## config.mk

```make
export PLATFORM = sky130hd
export DESIGN_NAME = brush_preset_stream_parser_unit
export DESIGN_NICKNAME = d
export VERILOG_FILES = /design/src/design/bpsp_pkg.sv /design/src/design/bpsp_front.sv /design/src/design/bpsp_queue.sv /design/src/design/brush_preset_stream_parser_unit.sv
export SDC_FILE = /design/constraint.sdc
export NUM_CORES = 2
export LEC_CHECK = 0
export ABC_CLOCK_PERIOD_IN_PS = 24400
export BUFFER_PORTS_ARGS = -buffer_cell sky130_fd_sc_hd__buf_2
export CORE_ASPECT_RATIO = 0.7
export CORE_MARGIN = 5
export CORE_UTILIZATION = 35
export CTS_CLUSTER_SIZE = 30
export DETAILED_ROUTE_END_ITERATION = 12
export HOLD_SLACK_MARGIN = 0.08
export SYNTH_ARGS = -nofsm -noshare
export SYNTH_HDL_FRONTEND = slang
export SYNTH_HIERARCHICAL = 1
export SYNTH_SLANG_ARGS = --single-unit
```

## constraint.sdc

```tcl
create_clock -name clk_i -period 24.4 [get_ports clk_i]
set_input_delay 3.66 -clock clk_i [delete_from_list [all_inputs] [get_ports clk_i]]
set_output_delay 3.66 -clock clk_i [all_outputs]
set_load 0.005 [all_outputs]
```

## src/design/bpsp_pkg.sv

```systemverilog
`timescale 1ns / 1ps
`default_nettype none
// -----------------------------------------------------------------------------
// bpsp_pkg
// Shared types and constants of the brush preset stream parser.
// -----------------------------------------------------------------------------
package bpsp_pkg;

  localparam logic [15:0] MagicWord   = 16'h3842;
  localparam logic [31:0] TagMHi      = 32'h6D000000;
  localparam logic [31:0] TagMLo      = 32'h0000006D;
  localparam logic [15:0] MaxCountRst = 16'd10000;
  localparam logic [15:0] MaxNameRst  = 16'd1000;
  localparam logic [31:0] CapSpacing  = 32'd1000;
  localparam logic [31:0] CapDiameter = 32'd2000;
  localparam logic [31:0] CapAngle    = 32'd359;
  localparam logic [31:0] CapPercent  = 32'd100;

  // Result queue entries; keep a power of two so the pointers wrap cleanly.
  localparam int QueueDepth = 8;

  localparam logic CfgMaxCount = 1'b0;
  localparam logic CfgMaxName  = 1'b1;

  typedef enum logic [1:0] {
    KIND_NAME   = 2'd0,
    KIND_PRESET = 2'd1,
    KIND_DONE   = 2'd2,
    KIND_ERROR  = 2'd3
  } kind_e;

  typedef enum logic [3:0] {
    ERR_MAGIC    = 4'd0,
    ERR_EOF_VER  = 4'd1,
    ERR_VERSION  = 4'd2,
    ERR_EOF_CNT  = 4'd3,
    ERR_CNT_BIG  = 4'd4,
    ERR_V9       = 4'd5,
    ERR_EOF_TAG  = 4'd6,
    ERR_EOF_LEN  = 4'd7,
    ERR_EOF_BODY = 4'd8,
    ERR_NAME_LEN = 4'd9,
    ERR_OVERREAD = 4'd10
  } err_e;

  typedef struct packed {
    logic [1:0]  kind;
    logic [15:0] name_unit;
    logic [15:0] brush_number;
    logic [9:0]  spacing;
    logic [10:0] diameter;
    logic [6:0]  hardness;
    logic [8:0]  angle;
    logic [6:0]  roundness;
    logic        long_form;
    logic [3:0]  version;
    logic [3:0]  error_code;
    logic        last;
  } result_t;

  localparam int ResultW = $bits(result_t);

endpackage
`default_nettype wire

```

## src/design/bpsp_front.sv

```systemverilog
`timescale 1ns / 1ps
`default_nettype none
// -----------------------------------------------------------------------------
// bpsp_front
// Parses one byte a cycle while step_i is high and produces up to two result transactions per byte.
// -----------------------------------------------------------------------------
module bpsp_front import bpsp_pkg::*; (
  input  wire logic        clk_i,
  input  wire logic        rst_ni,
  input  wire logic        step_i,
  input  wire logic [7:0]  data_byte_i,
  input  wire logic        final_byte_i,
  input  wire logic [15:0] max_count_i,
  input  wire logic [15:0] max_name_i,
  output result_t          res0_o,
  output result_t          res1_o,
  output logic [1:0]       nres_o
);

  typedef enum logic [15:0] {
    PH_MAGIC   = 16'h0001, PH_VERSION = 16'h0002, PH_UNK   = 16'h0004,
    PH_COUNT   = 16'h0008, PH_TAG     = 16'h0010, PH_LEN   = 16'h0020,
    PH_UNK1    = 16'h0040, PH_NAMELEN = 16'h0080, PH_NAME  = 16'h0100,
    PH_SHORT   = 16'h0200, PH_SPACING = 16'h0400, PH_DIAM  = 16'h0800,
    PH_HARD    = 16'h1000, PH_ANGLE   = 16'h2000, PH_ROUND = 16'h4000,
    PH_SKIP    = 16'h8000
  } phase_e;

  phase_e      ph_q, ph_d;
  logic [1:0]  cnt_q, cnt_d;
  logic [31:0] sh_q, sh_d;
  logic [3:0]  ver_q, ver_d;
  logic [15:0] left_q, left_d, idx_q, idx_d, nul_q, nul_d;
  logic [31:0] len_q, len_d;
  logic [32:0] off_q, off_d;
  logic        sf_q, sf_d, fin_q, fin_d, ctag_q, ctag_d;
  logic [9:0]  hs_sp_q, hs_sp_d;
  logic [10:0] hs_di_q, hs_di_d;
  logic [6:0]  hs_ha_q, hs_ha_d;
  logic [8:0]  hs_an_q, hs_an_d;

  result_t    r0, r1;
  logic [1:0] n;

  function automatic logic [31:0] cap(input logic [31:0] v, input logic [31:0] c);
    return (v > c) ? c : v;
  endfunction

  always_comb begin
    logic [31:0] v;
    logic [1:0]  need;
    logic [3:0]  ecode;
    result_t     row;
    logic        fdone;
    logic [31:0] rnd;
    logic [31:0] capv;
    ph_d = ph_q; cnt_d = cnt_q; sh_d = sh_q; ver_d = ver_q; left_d = left_q;
    idx_d = idx_q; nul_d = nul_q; len_d = len_q; off_d = off_q; sf_d = sf_q;
    fin_d = fin_q; ctag_d = ctag_q; hs_sp_d = hs_sp_q; hs_di_d = hs_di_q;
    hs_ha_d = hs_ha_q; hs_an_d = hs_an_q;
    r0 = '0; r1 = '0; n = 2'd0;
    v = '0; need = 2'd3; ecode = ERR_MAGIC; row = '0; fdone = 1'b0; rnd = '0;
    capv = '0;

    // Emit helpers are inlined below; rows pick up current index and version.
    if (step_i && !fin_q) begin
      if (ph_q == PH_UNK1 || ph_q == PH_NAMELEN || ph_q == PH_NAME || ph_q == PH_SHORT ||
          ph_q == PH_SPACING || ph_q == PH_DIAM || ph_q == PH_HARD ||
          ph_q == PH_ANGLE || ph_q == PH_ROUND || ph_q == PH_SKIP)
        off_d = off_q + 33'd1;
      if (ph_q == PH_SKIP) begin
        if (off_d >= {1'b0, len_q}) begin
          left_d = left_q - 16'd1; idx_d = idx_q + 16'd1;
          if (left_d == '0) begin
            row = '0; row.kind = KIND_DONE; row.brush_number = idx_d; row.version = ver_q;
            r0 = row; n = 2'd1; fin_d = 1'b1;
          end else ph_d = PH_TAG;
        end
      end else begin
        if (ph_q == PH_MAGIC || ph_q == PH_VERSION || ph_q == PH_NAME) need = 2'd1;
        sh_d = {sh_q[23:0], data_byte_i};
        if (cnt_q < need) cnt_d = cnt_q + 2'd1;
        else begin
          v = sh_d; cnt_d = '0; sh_d = '0; fdone = 1'b1;
        end
      end
      if (fdone) begin
        row = '0; row.brush_number = idx_q; row.version = ver_q;
        unique case (ph_q)
          PH_MAGIC: begin
            if (v[15:0] != MagicWord) begin
              row.kind = KIND_ERROR; row.error_code = ERR_MAGIC; r0 = row; n = 2'd1;
              fin_d = 1'b1;
            end else ph_d = PH_VERSION;
          end
          PH_VERSION: begin
            if (v[15:0] != 16'd6 && v[15:0] != 16'd7 && v[15:0] != 16'd9) begin
              row.kind = KIND_ERROR; row.error_code = ERR_VERSION; r0 = row; n = 2'd1;
              fin_d = 1'b1;
            end else begin
              ver_d = v[3:0]; ph_d = PH_UNK;
            end
          end
          PH_UNK: ph_d = PH_COUNT;
          PH_COUNT: begin
            if (v > {16'd0, max_count_i}) begin
              row.kind = KIND_ERROR; row.error_code = ERR_CNT_BIG; r0 = row; n = 2'd1;
              fin_d = 1'b1;
            end else if (ver_q == 4'd9) begin
              row.kind = KIND_ERROR; row.error_code = ERR_V9; r0 = row; n = 2'd1;
              fin_d = 1'b1;
            end else begin
              left_d = v[15:0]; idx_d = '0;
              if (v == '0) begin
                row.kind = KIND_DONE; row.brush_number = '0; r0 = row; n = 2'd1;
                fin_d = 1'b1;
              end else ph_d = PH_TAG;
            end
          end
          PH_TAG: begin
            ctag_d = (v == TagMHi) || (v == TagMLo);
            ph_d = PH_LEN;
          end
          PH_LEN: begin
            len_d = v; off_d = '0; ctag_d = 1'b0;
            if (ctag_q) ph_d = PH_UNK1;
            else if (v == '0) begin
              left_d = left_q - 16'd1; idx_d = idx_q + 16'd1;
              if (left_d == '0) begin
                row.kind = KIND_DONE; row.brush_number = idx_d; r0 = row; n = 2'd1;
                fin_d = 1'b1;
              end else ph_d = PH_TAG;
            end else ph_d = PH_SKIP;
          end
          PH_UNK1: ph_d = PH_NAMELEN;
          PH_NAMELEN: begin
            if (v < 32'd1 || v > {16'd0, max_name_i}) begin
              row.kind = KIND_ERROR; row.error_code = ERR_NAME_LEN; r0 = row; n = 2'd1;
              fin_d = 1'b1;
            end else begin
              nul_d = v[15:0]; ph_d = PH_NAME;
            end
          end
          PH_NAME: begin
            row.kind = KIND_NAME; row.name_unit = v[15:0]; r0 = row; n = 2'd1;
            nul_d = nul_q - 16'd1;
            if (nul_d == '0) ph_d = PH_SHORT;
          end
          PH_SHORT: begin
            sf_d = (v != '0); ph_d = PH_SPACING;
          end
          PH_SPACING: begin
            capv = cap(v, CapSpacing);
            hs_sp_d = capv[9:0]; ph_d = PH_DIAM;
          end
          PH_DIAM: begin
            capv = cap(v, CapDiameter);
            hs_di_d = (v == '0) ? 11'd1 : capv[10:0]; ph_d = PH_HARD;
          end
          PH_HARD, PH_ROUND: begin
            capv = cap(v, CapPercent);
            if (ph_q == PH_HARD) hs_ha_d = capv[6:0];
            if (ph_q == PH_HARD && !sf_q) ph_d = PH_ANGLE;
            else begin
              rnd = capv;
              row.kind = KIND_PRESET; row.spacing = hs_sp_q; row.diameter = hs_di_q;
              row.hardness = hs_ha_d;
              if (!sf_q) begin
                row.angle = hs_an_q; row.roundness = rnd[6:0]; row.long_form = 1'b1;
              end
              r0 = row; n = 2'd1;
              if (off_d > {1'b0, len_q}) begin
                row = '0; row.kind = KIND_ERROR; row.error_code = ERR_OVERREAD;
                row.brush_number = idx_q; row.version = ver_q;
                r1 = row; n = 2'd2; fin_d = 1'b1;
              end else if (off_d < {1'b0, len_q}) ph_d = PH_SKIP;
              else begin
                left_d = left_q - 16'd1; idx_d = idx_q + 16'd1;
                hs_sp_d = '0; hs_di_d = '0; hs_ha_d = '0; hs_an_d = '0;
                if (left_d == '0) begin
                  row = '0; row.kind = KIND_DONE; row.brush_number = idx_d;
                  row.version = ver_q; r1 = row; n = 2'd2; fin_d = 1'b1;
                end else ph_d = PH_TAG;
              end
            end
          end
          PH_ANGLE: begin
            capv = cap(v, CapAngle);
            hs_an_d = capv[8:0]; ph_d = PH_ROUND;
          end
          default: ph_d = PH_SKIP;
        endcase
      end
      // End of buffer: close a skipped record or report the missing field.
      if (final_byte_i && !fin_d) begin
        row = '0; row.version = ver_d; row.brush_number = idx_d;
        if (ph_d == PH_SKIP) begin
          left_d = left_d - 16'd1; idx_d = idx_d + 16'd1;
          row.brush_number = idx_d;
          if (left_d == '0) row.kind = KIND_DONE;
          else begin
            row.kind = KIND_ERROR; row.error_code = ERR_EOF_TAG;
          end
        end else begin
          row.kind = KIND_ERROR;
          unique case (ph_d)
            PH_MAGIC:       ecode = ERR_MAGIC;
            PH_VERSION:     ecode = ERR_EOF_VER;
            PH_UNK, PH_COUNT: ecode = ERR_EOF_CNT;
            PH_TAG:         ecode = ERR_EOF_TAG;
            PH_LEN:         ecode = ERR_EOF_LEN;
            default:        ecode = ERR_EOF_BODY;
          endcase
          row.error_code = ecode;
        end
        if (n == 2'd0) begin
          r0 = row; n = 2'd1;
        end else begin
          r1 = row; n = 2'd2;
        end
      end
    end
    if (n == 2'd1) r0.last = 1'b1;
    if (n == 2'd2) r1.last = 1'b1;
    // Rearm on the final byte of a buffer.
    if (step_i && final_byte_i) begin
      ph_d = PH_MAGIC; cnt_d = '0; sh_d = '0; ver_d = '0; left_d = '0; idx_d = '0;
      len_d = '0; off_d = '0; nul_d = '0; sf_d = 1'b0; fin_d = 1'b0; ctag_d = 1'b0;
      hs_sp_d = '0; hs_di_d = '0; hs_ha_d = '0; hs_an_d = '0;
    end
  end

  assign res0_o = r0;
  assign res1_o = r1;
  assign nres_o = n;

  always_ff @(posedge clk_i or negedge rst_ni) begin
    if (!rst_ni) begin
      ph_q <= PH_MAGIC; cnt_q <= '0; sh_q <= '0; ver_q <= '0; left_q <= '0;
      idx_q <= '0; nul_q <= '0; len_q <= '0; off_q <= '0; sf_q <= 1'b0;
      fin_q <= 1'b0; ctag_q <= 1'b0; hs_sp_q <= '0; hs_di_q <= '0;
      hs_ha_q <= '0; hs_an_q <= '0;
    end else begin
      ph_q <= ph_d; cnt_q <= cnt_d; sh_q <= sh_d; ver_q <= ver_d; left_q <= left_d;
      idx_q <= idx_d; nul_q <= nul_d; len_q <= len_d; off_q <= off_d; sf_q <= sf_d;
      fin_q <= fin_d; ctag_q <= ctag_d; hs_sp_q <= hs_sp_d; hs_di_q <= hs_di_d;
      hs_ha_q <= hs_ha_d; hs_an_q <= hs_an_d;
    end
  end

endmodule
`default_nettype wire

```

## src/design/bpsp_queue.sv

```systemverilog
`timescale 1ns / 1ps
`default_nettype none
// -----------------------------------------------------------------------------
// bpsp_queue
// Result queue; takes up to two entries a cycle, hands out one.
// -----------------------------------------------------------------------------
module bpsp_queue import bpsp_pkg::*; (
  input  wire logic  clk_i,
  input  wire logic  rst_ni,
  input  wire logic [1:0] wr_n_i,
  input  result_t    wr0_i,
  input  result_t    wr1_i,
  input  wire logic  rd_i,
  output result_t    rd_o,
  output logic       empty_o,
  output logic       has2_o
);

  localparam int AW = $clog2(QueueDepth);

  result_t         mem_q [QueueDepth];
  logic [AW-1:0]   wp_q, rp_q;
  logic [AW:0]     cnt_q;
  logic [AW-1:0]   wp1;

  assign wp1     = wp_q + AW'(1);
  assign empty_o = (cnt_q == '0);
  assign has2_o  = (cnt_q <= (AW+1)'(QueueDepth - 2));
  assign rd_o    = mem_q[rp_q];

  always_ff @(posedge clk_i) begin
    if (wr_n_i != 2'd0) mem_q[wp_q] <= wr0_i;
    if (wr_n_i == 2'd2) mem_q[wp1]  <= wr1_i;
  end

  always_ff @(posedge clk_i or negedge rst_ni) begin
    if (!rst_ni) begin
      wp_q <= '0; rp_q <= '0; cnt_q <= '0;
    end else begin
      wp_q  <= wp_q + AW'(wr_n_i);
      rp_q  <= rp_q + AW'(rd_i);
      cnt_q <= cnt_q + (AW+1)'(wr_n_i) - (AW+1)'(rd_i);
    end
  end

endmodule
`default_nettype wire

```

## src/design/brush_preset_stream_parser_unit.sv

```systemverilog
`timescale 1ns / 1ps
`default_nettype none
// -----------------------------------------------------------------------------
// brush_preset_stream_parser_unit
// Byte-stream parser for brush preset files.
// -----------------------------------------------------------------------------
// Usage: push one file byte a cycle on data_byte_i/final_byte_i while full is
// low. The front parser handles each byte in the cycle it is accepted and
// writes zero, one or two results into an eight-entry result queue; results
// are then popped in order through empty/pop. A result is visible in the cycle
// after its byte is accepted. The parser takes one byte per cycle while full
// is low; full rises only when the queue lacks room for two results, i.e.
// while the receiver stalls on pop.
// Configuration writes (index 0 max brush count, 1 max name units) go through
// cfg_valid/cfg_ready and are always taken. Reset empties the queue, restores
// the register defaults and rearms the parser for the magic word.
// -----------------------------------------------------------------------------
module brush_preset_stream_parser_unit import bpsp_pkg::*; (
  input  wire logic        clk_i,
  input  wire logic        rst_ni,
  input  wire logic        push,
  output logic             full,
  input  wire logic [7:0]  data_byte_i,
  input  wire logic        final_byte_i,
  output logic             empty,
  input  wire logic        pop,
  output logic [1:0]       result_kind_o,
  output logic [15:0]      name_unit_o,
  output logic [15:0]      brush_number_o,
  output logic [9:0]       spacing_out_o,
  output logic [10:0]      diameter_out_o,
  output logic [6:0]       hardness_out_o,
  output logic [8:0]       angle_out_o,
  output logic [6:0]       roundness_out_o,
  output logic             long_form_o,
  output logic [3:0]       format_version_o,
  output logic [3:0]       error_code_o,
  output logic             last_result_o,
  input  wire logic        cfg_valid,
  output logic             cfg_ready,
  input  wire logic        cfg_index_i,
  input  wire logic [15:0] cfg_data_i
);

  logic [15:0] max_count_q, max_name_q;
  result_t     r0, r1, head;
  logic [1:0]  nres;
  logic        has2, step;

  assign cfg_ready = 1'b1;
  assign full      = !has2;
  assign step      = push && has2;

  // Hold the two limit registers.
  always_ff @(posedge clk_i or negedge rst_ni) begin
    if (!rst_ni) begin
      max_count_q <= MaxCountRst;
      max_name_q  <= MaxNameRst;
    end else if (cfg_valid) begin
      if (cfg_index_i == CfgMaxCount) max_count_q <= cfg_data_i;
      else                            max_name_q  <= cfg_data_i;
    end
  end

  bpsp_front u_front (
    .clk_i, .rst_ni, .step_i(step), .data_byte_i, .final_byte_i,
    .max_count_i(max_count_q), .max_name_i(max_name_q),
    .res0_o(r0), .res1_o(r1), .nres_o(nres)
  );

  bpsp_queue u_queue (
    .clk_i, .rst_ni, .wr_n_i(nres), .wr0_i(r0), .wr1_i(r1),
    .rd_i(pop && !empty), .rd_o(head), .empty_o(empty), .has2_o(has2)
  );

  assign result_kind_o    = head.kind;
  assign name_unit_o      = head.name_unit;
  assign brush_number_o   = head.brush_number;
  assign spacing_out_o    = head.spacing;
  assign diameter_out_o   = head.diameter;
  assign hardness_out_o   = head.hardness;
  assign angle_out_o      = head.angle;
  assign roundness_out_o  = head.roundness;
  assign long_form_o      = head.long_form;
  assign format_version_o = head.version;
  assign error_code_o     = head.error_code;
  assign last_result_o    = head.last;

endmodule
`default_nettype wire

```

==> out/results.ini <==
[logic_synthesis]
synth_cell_types = 113
synthCells = 4256
ys_async_sr_fraction_pct = 25.50
yosys_register_bits = 945
yosysSeqAreaShare_pct = 50.23
syn_avg_cell_area_um2 = 12.72
syn_area_um2 = 54120
synth_edf_count = 704
synth_ff_type = edfxtp_1
yosysWarningCount = 6

[global_route]
grt_pass1_wl_um = 255100
grt_pass1_vias = 36006
grt_overflow = 0
grt_antenna_before_repair = 11
grt_util_all_layers_pct = 20.76
grt_max_degree = 127

[floorplanning]
num_rows = 120
initial_core_util_pct = 35.30
die_area_um2 = 162700
die_y_um = 339
core_area_um2 = 153300
io_pins = 122
chipWidth_um = 480

[timing]
tightest_slew_ps = 1378
rsz0062_at_grt = no
finalMaxSlewViolations = 0
holdWs_ps = 482.0
fin_crit_sh_pct = 52.02
max_freq_mhz = 78.78
finalSetupViolCount = 0
period_minus_slack_ps = 12690
skew_ps = 51.95
finalHoldViolations = 0
tns_ps = 0
maxSlewHeadroom_pct = 7.335

[pwr]
ir_drop_mv = 0.1014
powerDensity_nw_per_um2 = 87.71
p_leak_nw = 23.22

[place]
port_buffers = 120
finalWeightedCongestion = 1.018
dp_hpwl_um = 114300

[drt]
wirelength_um = 173800
route.detailed.drc = 0
routed_via_density = 5.802
drt_first_pass_iters = 7
num_vias = 37284
drt-initial-drc-count = 4629
wl_per_cell_um = 27.05
ant_nets = 0

[finish]
final_nets = 4383
drive_above_1_share_pct = 32.21
multiInputGateArea_um2 = 25180
fillCellCount = 14530
register_area_um2 = 27200
syn_to_final_growth_pct = 10.34

[clock_tree]
htree_num_levels = 3
cts_tree = built
clock_latency_ps = 740
post_cts_resize_count = 0
cts_sinks = 945
clock_path_buffers = 3
ctsHoldBuffers = 0
root_buffer = clkbuf_16
numCtsBuffers = 95
post-cts-setup-buffer-count = 0
clk_pin_slew_ps = 60

[worst_setup_path]
start_kind = register
crit_required_ps = 24730
arrival_ps = 13020
cp_slowest_cell = nor4b_2
critPathMaxFanout = 89
endpoint_kind = register
path_buf_inv = 3
crit_type = reg2reg
slowest_delay_ps = 870
cpLargestDelayFamily = simple AND/OR/NAND/NOR gates

[flow_run]
cap_violations = 0

[run_status]
outcome = finished, final reports clean

[hold_path]
hp-class = reg2reg

==> routing by layer <==
| metal | up-vias | GRT usage, % | share of wire [%] |
|---|---|---|---|
| met2 | 1793 | 29.11 | 41 |
| li1 | 16250 | - | - |
| met1 | 18961 | 31.83 | 46 |
| met3 | 274 | 4.794 | 9.3 |
| met4 | 6 | 5.736 | 2.9 |
| met5 | - | 0 | 0.022 |
==> stage by stage <==
step | setup slack [ps] | power, mW | instances | instance area (µm²) | utilization, %
CTS | 12060 | 5.250 | 6420 | 59700 | 38.94
floorplan | 9888 | 3.039 | 4317 | 54350 | -
detailed placement | 12100 | 3.764 | 6242 | 56590 | 36.91
global placement | 12340 | 3.757 | 6242 | 56590 | 36.91
global route | 11020 | 5.449 | 6423 | 59710 | 38.95
finish | 11710 | 5.237 | 6426 | 59720 | 38.95
==> registers in the layout, indices dropped and copies added, names as in the netlist, 16 cells and up <==
signal and cells:
u_front/idx_q 16, u_front/nul_q 16, u_front/ph_q 16, u_front/left_q 16, u_front/len_q 32, max_count_q 16
max_name_q 16, u_queue/mem_q 704, u_front/off_q 33, u_front/sh_q 24
==> report_power, final <==
part | total (mW) | leakage (nW) | switching (mW) | internal (mW)
Clock | 1.48 | 1.46 | 0.677 | 0.803
Sequential | 1.99 | 10.3 | 0.141 | 1.85
Combinational | 1.76 | 11.4 | 1.13 | 0.632
Total | 5.24 | 23.2 | 1.95 | 3.29
==> synthesized netlist by cell type, types with 11 or more instances <==
library cell | n | area share, %
mux2_2 | 798 | 17
o22ai_1 | 40 | 0.46
dfstp_2 | 12 | 0.58
dfrtp_1 | 229 | 11
xor2_1 | 28 | 0.45
o21ai_0 | 218 | 2.0
a21o_1 | 15 | 0.21
mux2_1 | 32 | 0.67
o211ai_1 | 15 | 0.21
a21oi_1 | 149 | 1.4
ha_1 | 85 | 2.0
buf_4 | 79 | 1.1
clkbuf_1 | 141 | 0.98
a31oi_1 | 13 | 0.15
buf_1 | 12 | 0.083
o31ai_1 | 47 | 0.65
inv_1 | 128 | 0.89
mux4_2 | 176 | 7.3
a22o_1 | 58 | 0.94
a22oi_1 | 18 | 0.25
xnor2_1 | 48 | 0.78
nand2b_1 | 24 | 0.28
buf_2 | 93 | 0.86
nor4b_1 | 13 | 0.21
and2_1 | 34 | 0.39
o21ai_1 | 15 | 0.14
and3_1 | 41 | 0.47
nand4_1 | 35 | 0.40
or4_1 | 12 | 0.17
nand2_1 | 303 | 2.1
nor4_1 | 34 | 0.39
nor2_1 | 195 | 1.4
edfxtp_1 | 704 | 39
or3_1 | 27 | 0.31
nand3_1 | 72 | 0.67
o21a_1 | 11 | 0.15
nor3_1 | 76 | 0.70
==> final timing paths <==
path                            slack, ps                    to  cells after the start              start
worst min register to register        480     u_front/len_q[21]                      2  u_front/len_q[21]
min in group asynchronous            3030        max_name_q[10]                      1             rst_ni
worst max register to register      11710  u_queue/mem_q[1][59]                     30    u_front/ph_q[1]
worst min-delay path                  480     u_front/len_q[21]                      2  u_front/len_q[21]
worst max-delay path                11710  u_queue/mem_q[1][59]                     30    u_front/ph_q[1]
max in group asynchronous           19760       u_queue/rp_q[1]                      2             rst_ni
==> worst reg2reg max path: cells and delay by family (launching register included) <==
family	cells	cell delay (ps)
adder cells (fa/ha/maj)	1	270
flip-flops	1	500
AO/OA/AOI/OAI	7	2480
AND/OR/NAND/NOR	18	7230
XOR/XNOR	1	190
buffers and inverters	3	1590
==> cell type report <==
type | instances | share of cell area, %
Antenna cell | 6 | 0.02514
Sequential cell | 945 | 45.54
Multi-Input combinational cell | 2907 | 42.16
Tap cell | 2074 | 4.346
Clock inverter | 59 | 1.079
Inverter | 130 | 0.8171
Timing Repair Buffer | 186 | 1.894
Clock buffer | 119 | 4.132
==> cells in the final DEF (no fill, tap or decap), drive strengths merged, types with 15 or more instances in the layout <==
| master | instances |
|---|---|
| nor4b | 15 |
| xor2 | 29 |
| nand4 | 35 |
| dfrtp | 229 |
| and2 | 35 |
| nand2 | 310 |
| nor2 | 198 |
| clkinv | 38 |
| and3 | 41 |
| nor4 | 39 |
| nor3 | 83 |
| clkbuf | 119 |
| or4 | 16 |
| nand2b | 24 |
| xnor2 | 51 |
| o22ai | 40 |
| edfxtp | 704 |
| mux4 | 176 |
| o21ai | 233 |
| a21o | 15 |
| nand3 | 73 |
| ha | 85 |
| or3 | 28 |
| inv | 131 |
| a22oi | 18 |
| buf | 186 |
| o31ai | 47 |
| a22o | 58 |
| a21oi | 149 |
| conb | 63 |
| mux2 | 840 |
| o211ai | 15 |
==> cell families after synthesis <==
family / share of synthesized area [%]
other cells: 0.01388
compound gates: 8.152
buf+inv: 4.127
xor+xnor: 1.371
mux: 25.02
simple gates: 9.046
fa+ha+maj: 2.039
flops: 50.23
Power figures use the tool's default switching activity.
